**src/cuwm_pkg.sv**
```systemverilog
// Shared types, constants and helpers for the card identifier whitelist
package cuwm_pkg;

	localparam int CUWM_ENTRIES = 64;

	localparam int SLOT_W    = 6;
	localparam int LEN_W     = 4;
	localparam int UID_W     = 64;
	localparam int STATUS_W  = 2;
	localparam int UID_BYTES = UID_W / 8;

	localparam int S_TDATA_W = 80;
	localparam int M_TDATA_W = 8;

	localparam logic OP_CHECK  = 1'b0;
	localparam logic OP_ENROLL = 1'b1;

	localparam logic [LEN_W-1:0] LEN_SHORT  = 4'd4;
	localparam logic [LEN_W-1:0] LEN_DOUBLE = 4'd7;
	localparam logic [LEN_W-1:0] LEN_EIGHT  = 4'd8;

	localparam logic [STATUS_W-1:0] STATUS_NOMATCH  = 2'd0;
	localparam logic [STATUS_W-1:0] STATUS_MATCH    = 2'd1;
	localparam logic [STATUS_W-1:0] STATUS_ENROLLED = 2'd2;

	typedef struct packed {
		logic             vld;
		logic             hit;
		logic [UID_W-1:0] uid;
	} chain_t;

	function automatic logic [UID_W-1:0] byte_mask(input logic [LEN_W-1:0] n);
		logic [UID_W-1:0] m;
		m = '0;
		for (int b = 0; b < UID_BYTES; b++) begin
			m[8*b +: 8] = (LEN_W'(b) < n) ? 8'hFF : 8'h00;
		end
		return m;
	endfunction

endpackage

```
**src/cuwm_cell.sv**
```systemverilog
// One whitelist entry with its stage of the query chain
module cuwm_cell (
	input  logic                       clk,
	input  logic                       arst_n,
	input  logic                       wr_en,
	input  logic [cuwm_pkg::LEN_W-1:0] wr_length,
	input  logic [cuwm_pkg::UID_W-1:0] wr_uid,
	input  cuwm_pkg::chain_t           chain_in,
	output cuwm_pkg::chain_t           chain_out
);
	import cuwm_pkg::*;

	logic             valid_q;
	logic [LEN_W-1:0] length_q;
	logic [UID_W-1:0] uid_q;
	logic             vld_q;
	logic             hit_q;
	logic [UID_W-1:0] qry_uid_q;
	logic             len_ok;
	logic             hit;

	always_comb begin
		len_ok = (length_q == LEN_SHORT) || (length_q == LEN_DOUBLE) ||
			(length_q == LEN_EIGHT);
		hit = valid_q && len_ok &&
			(((chain_in.uid ^ uid_q) & byte_mask(length_q)) == '0);
	end

	always_ff @(posedge clk or negedge arst_n) begin
		if (!arst_n) begin
			valid_q <= 1'b0;
			vld_q   <= 1'b0;
		end else begin
			if (wr_en) begin
				valid_q <= 1'b1;
			end
			vld_q <= chain_in.vld;
		end
	end

	always_ff @(posedge clk) begin
		if (wr_en) begin
			length_q <= wr_length;
			uid_q    <= wr_uid;
		end
		hit_q     <= chain_in.hit | hit;
		qry_uid_q <= chain_in.uid;
	end

	always_comb begin
		chain_out.vld = vld_q;
		chain_out.hit = hit_q;
		chain_out.uid = qry_uid_q;
	end

endmodule

```
**config.mk**
```make
export PLATFORM = sky130hd
export DESIGN_NAME = cuwm_cell
export DESIGN_NICKNAME = d
export VERILOG_FILES = /design/src/cuwm_pkg.sv /design/src/cuwm_cell.sv
export SDC_FILE = /design/constraint.sdc
export NUM_CORES = 1
export LEC_CHECK = 0
export BUFFER_PORTS_ARGS = -buffer_cell sky130_fd_sc_hd__buf_4
export CAP_MARGIN = 20
export CORE_MARGIN = 2
export CORE_UTILIZATION = 40
export DETAILED_ROUTE_END_ITERATION = 16
export PLACE_DENSITY = 0.71
export SYNTH_ARGS = -nofsm -noshare
export SYNTH_HDL_FRONTEND = slang
export SYNTH_SLANG_ARGS = --single-unit
```
**constraint.sdc**
```tcl
create_clock -name clk -period 1.7 [get_ports clk]
set_input_delay 0.34 -clock clk [delete_from_list [all_inputs] [get_ports clk]]
set_output_delay 0.34 -clock clk [all_outputs]
set_load 0.01 [all_outputs]
```
==> results of run 1 <==
## stage by stage
stage                     worst slack [ns]  area [um^2]  util (%)  hold WS [ns]  instances
after floorplan                      0.329         4200         -        0.0444        241
after global placement               0.171         5920      57.6         0.126        580
after detailed placement             0.169         5920      57.6         0.125        580
## kinds of logic after synthesis
family | synth area share, %
DFF | 80.7
AOI/OAI and AO/OA | 1.67
and+or+nand+nor | 3.81
xor gates and xnor gates | 13.3
buffers and inverters | 0.446
## cells in the mapped netlist
master,number,area (um^2)
a21oi_1,1,5.00
a31oi_1,1,6.26
o32ai_1,1,8.76
dfrtp_1,2,50.1
or2_2,1,6.26
nor2_1,3,11.3
o22ai_1,1,6.26
xnor2_1,40,350
nand4_1,11,68.8
nand3_1,2,10.0
o211ai_1,1,7.51
o21ai_1,2,10.0
dfxtp_1,65,1300
o21ai_0,2,10.0
edfxtp_1,68,2040
nand2_1,2,7.51
xor2_1,24,210
a22o_1,1,8.76
inv_1,1,3.75
nor4_1,7,43.8
nor3_1,1,5.00
a21o_1,1,7.51
or4_1,1,7.51
buf_4,2,15.0
==> flow_metrics.py, run 1 <==
metrics = {
    "clock_tree": {
        "post_cts_buffers": 0,
        "root_buffer": "clkbuf_8",
        "ctsResizeCount": 0,
        "ctsLongestPathBuffers": 2,
        "cts_hold_buf": 123,
        "h-tree-depth": 4,
        "cts.sinks": 135,
        "cts_buffers": 17,
    },
    "die": {
        "die_h_um": 107,
        "ios": 203,
        "start_util_pct": 40.9,
        "die_w_um": 107,
        "rows": 37,
    },
    "run_status": {
        "status": "did not finish",
        "error_line": "[ERROR RSZ-0060] Max buffer count reached.",
        "lastStage": "clock tree synthesis (4_1_cts)",
    },
    "logic_synthesis": {
        "postSynthCellCount": 241,
        "avgSynthCellArea_um2": 17.4,
        "synth-seq-cells": 135,
        "synthesis.area_um2": 4200,
        "synthesis.nets": 378,
        "yosys.cell_types.count": 24,
        "yosysWarnings": 0,
        "ys_seq_area_share_pct": 80.7,
    },
    "placement": {
        "dp_hpwl_um": 6900,
        "portBuffers": 202,
        "place_congestion": 0.749,
    },
}
==> run 2, diff against run 1 <==
--- a/config.mk
+++ b/config.mk
@@ -8,9 +8,9 @@
 export BUFFER_PORTS_ARGS = -buffer_cell sky130_fd_sc_hd__buf_4
 export CAP_MARGIN = 20
 export CORE_MARGIN = 2
-export CORE_UTILIZATION = 40
+export CORE_UTILIZATION = 25
 export DETAILED_ROUTE_END_ITERATION = 16
-export PLACE_DENSITY = 0.71
+export PLACE_DENSITY_LB_ADDON = 0.15
 export SYNTH_ARGS = -nofsm -noshare
 export SYNTH_HDL_FRONTEND = slang
 export SYNTH_SLANG_ARGS = --single-unit
==> flow_metrics.py, run 2 <==
metrics = {
    "clock_tree": {
        "h-tree-depth": 4,
        "post_cts_buffers": 0,
        "root_buffer": "clkbuf_16",
        "ctsLongestPathBuffers": 2,
        "cts_buffers": 17,
        "clk_latency_ns": 0.41,
        "cts_tree": "built",
        "cts.sinks": 135,
        "path_clk_slew_ns": 0.06,
    },
    "global_routing": {
        "grt_max_degree": 30,
        "busiest_layer": "met2",
        "grt_first_pass_wirelength_um": 15100,
        "met2_usage_pct": 18.4,
        "grt_use_met1_pct": 13.3,
        "grtUsageMet3_pct": 4.87,
        "antenna_found_initial": 0,
        "grt_pass1_vias": 2847,
        "track_usage_pct": 11.5,
        "grt_overflow": 0,
    },
    "finish": {
        "final_common_cell": "buf_4",
        "area_delta_synth_final_pct": 59.4,
        "fin_cells": 699,
        "drive_gt1_share_pct": 49.9,
        "reg_top3": "qry_uid_q x64, uid_q x64, length_q x4",
        "antenna_cells": 0,
        "fin_area_um2": 6700,
        "mostFrequentLayoutCells": "205 x buf_4, 68 x edfxtp_1, 65 x dfxtp_1, 40 x xnor2_1, 24 x xor2_1",
        "nets": 603,
    },
    "detailed_routing": {
        "via_count": 2674,
        "viasPerCell": 3.83,
        "ant_nets": 0,
        "drt-wirelength-per-cell_um": 14.1,
        "drt_iter0_drc": 80,
        "drcViolationCount": 0,
        "totalWireLength_um": 9860,
        "drt-pass1-iter-count": 4,
    },
    "sta": {
        "setup_viol": 0,
        "hold_violations": 0,
        "worst_pin_slew_ns": 0.443,
        "skew_ns": 0.00523,
        "rsz0062_at_grt": "false",
        "min_period_over_period_pct": 92.6,
        "whs_ns": 0.0374,
        "drv_slew": 0,
        "relSlewSlack_pct": 70.2,
        "period_needed_ns": 1.57,
        "max_freq_ghz": 0.635,
        "fin_tns_setup_ns": 0,
    },
    "logic_synthesis": {
        "yosys.cell_types.count": 24,
        "synth-seq-cells": 135,
        "yosysWarnings": 0,
        "ys.flop_type": "edfxtp_1",
        "ys_seq_area_share_pct": 80.7,
        "synth.area.top_cells": "edfxtp_1 49%, dfxtp_1 31%, xnor2_1 8.3%",
        "yosysTopAreaCell": "edfxtp_1",
        "synth_edf_count": 68,
        "postSynthCellCount": 241,
        "avgSynthCellArea_um2": 17.4,
        "post-synth-top-count-cell": "edfxtp_1",
        "synth-async-reset-ratio_pct": 1.48,
        "synthesis.nets": 378,
        "synthesis.area_um2": 4200,
        "synth_common_cells": "68 x edfxtp_1, 65 x dfxtp_1, 40 x xnor2_1",
        "yosysTopAreaCellShare_pct": 48.6,
    },
    "worst_setup_path": {
        "cp-end-kind": "flop",
        "cp_max_fo": 4,
        "worst_ep_required_time_ns": 2.06,
        "path_class": "flop to flop",
        "arrival_ns": 1.93,
        "critPathLaunchType": "flop",
    },
    "die": {
        "ios": 203,
        "rows": 47,
        "dieArea_um2": 17900,
        "die_w_um": 134,
        "die_h_um": 134,
        "start_util_pct": 25.4,
        "core-area_um2": 16500,
    },
    "power": {
        "fin_total_pwr_mw": 8.34,
        "p_per_area_nw_per_um2": 1240,
        "cellLeakagePower_nw": 2.79,
        "peakVddDrop_mv": 0.701,
    },
    "min_path": {
        "hold_class": "input port to flop",
    },
    "placement": {
        "dpl_cell_area_um2": 6040,
        "portBuffers": 202,
        "place_congestion": 0.701,
        "dp_cells": 666,
        "dp_hpwl_um": 7520,
    },
    "run_status": {
        "status": "finished clean",
    },
    "flow_run": {
        "maxCapViolations": 0,
    },
}
[run 2: path summary, 6_finish.rpt]
path                         startpoint      end  slack (ns)  cells past startpoint
setup reg to reg            length_q[3]    hit_q        0.13                      5
hold reg to reg                 valid_q  valid_q        0.47                      1
max in group asynchronous        arst_n  valid_q        1.35                      2
min in group asynchronous        arst_n    vld_q        0.26                      2
setup / recovery            length_q[3]    hit_q        0.13                      5
hold / removal             chain_in[65]    vld_q        0.04                      1
[run 2: critical path, stage by stage, from the launching register on]
cell and delay (ns):
edfxtp_1 0.49, or4_4 0.55, o21ai_1 0.10, nand4_1 0.12, a21oi_1 0.14, a21o_1 0.12
[run 2: cell families (layout without fill, tap and decap cells)]
| group | Yosys count | after routing | share of synthesized area [%] |
|---|---|---|---|
| buffers and inverters | 3 | 241 | 0.446 |
| flip-flops | 135 | 135 | 80.7 |
| AND/OR/NAND/NOR | 28 | 28 | 3.81 |
| AO/OA/AOI/OAI | 11 | 11 | 1.67 |
| XOR/XNOR | 64 | 64 | 13.3 |
[run 2: cell type report]
| class | instances | area (um^2) |
|---|---|---|
| sequential | 135 | 3390 |
| clock buffer | 25 | 527 |
| tap | 220 | 275 |
| multi-input combinational | 103 | 801 |
| clock inverter | 7 | 111 |
| inverter | 1 | 3.75 |
| timing repair buffer | 208 | 1590 |
| fill | 1573 | 9820 |
[run 2: repair_timing]
action	CTS	global route
gates resized for setup	0	2
setup endpoints to repair	0	1
endpoints found under the hold margin	2	0
hold buffers	1	0
[run 2: power breakdown]
part	internal, mW	leakage (nW)	switching [mW]
combinational	0.435	1.24	0.264
clock	2.58	0.312	1.32
sequential	3.65	1.23	0.0857
[run 2: per-layer routing]
layer,vias up,routed length [um]
met1,1229,4070
met2,117,4820
met3,14,774
met4,0,201
li1,1314,-
met5,-,0
[run 2: stage by stage]
step / util [%] / worst slack (ns)
2_1_floorplan: - / 0.329
3_3_place_gp: 36.6 / -0.0312
3_5_place_dp: 36.6 / 0.0420
4_1_cts: 40.5 / 0.0563
5_1_grt: 40.5 / 0.0146
6_report: 40.5 / 0.125
(Power assumes the default switching activity.)
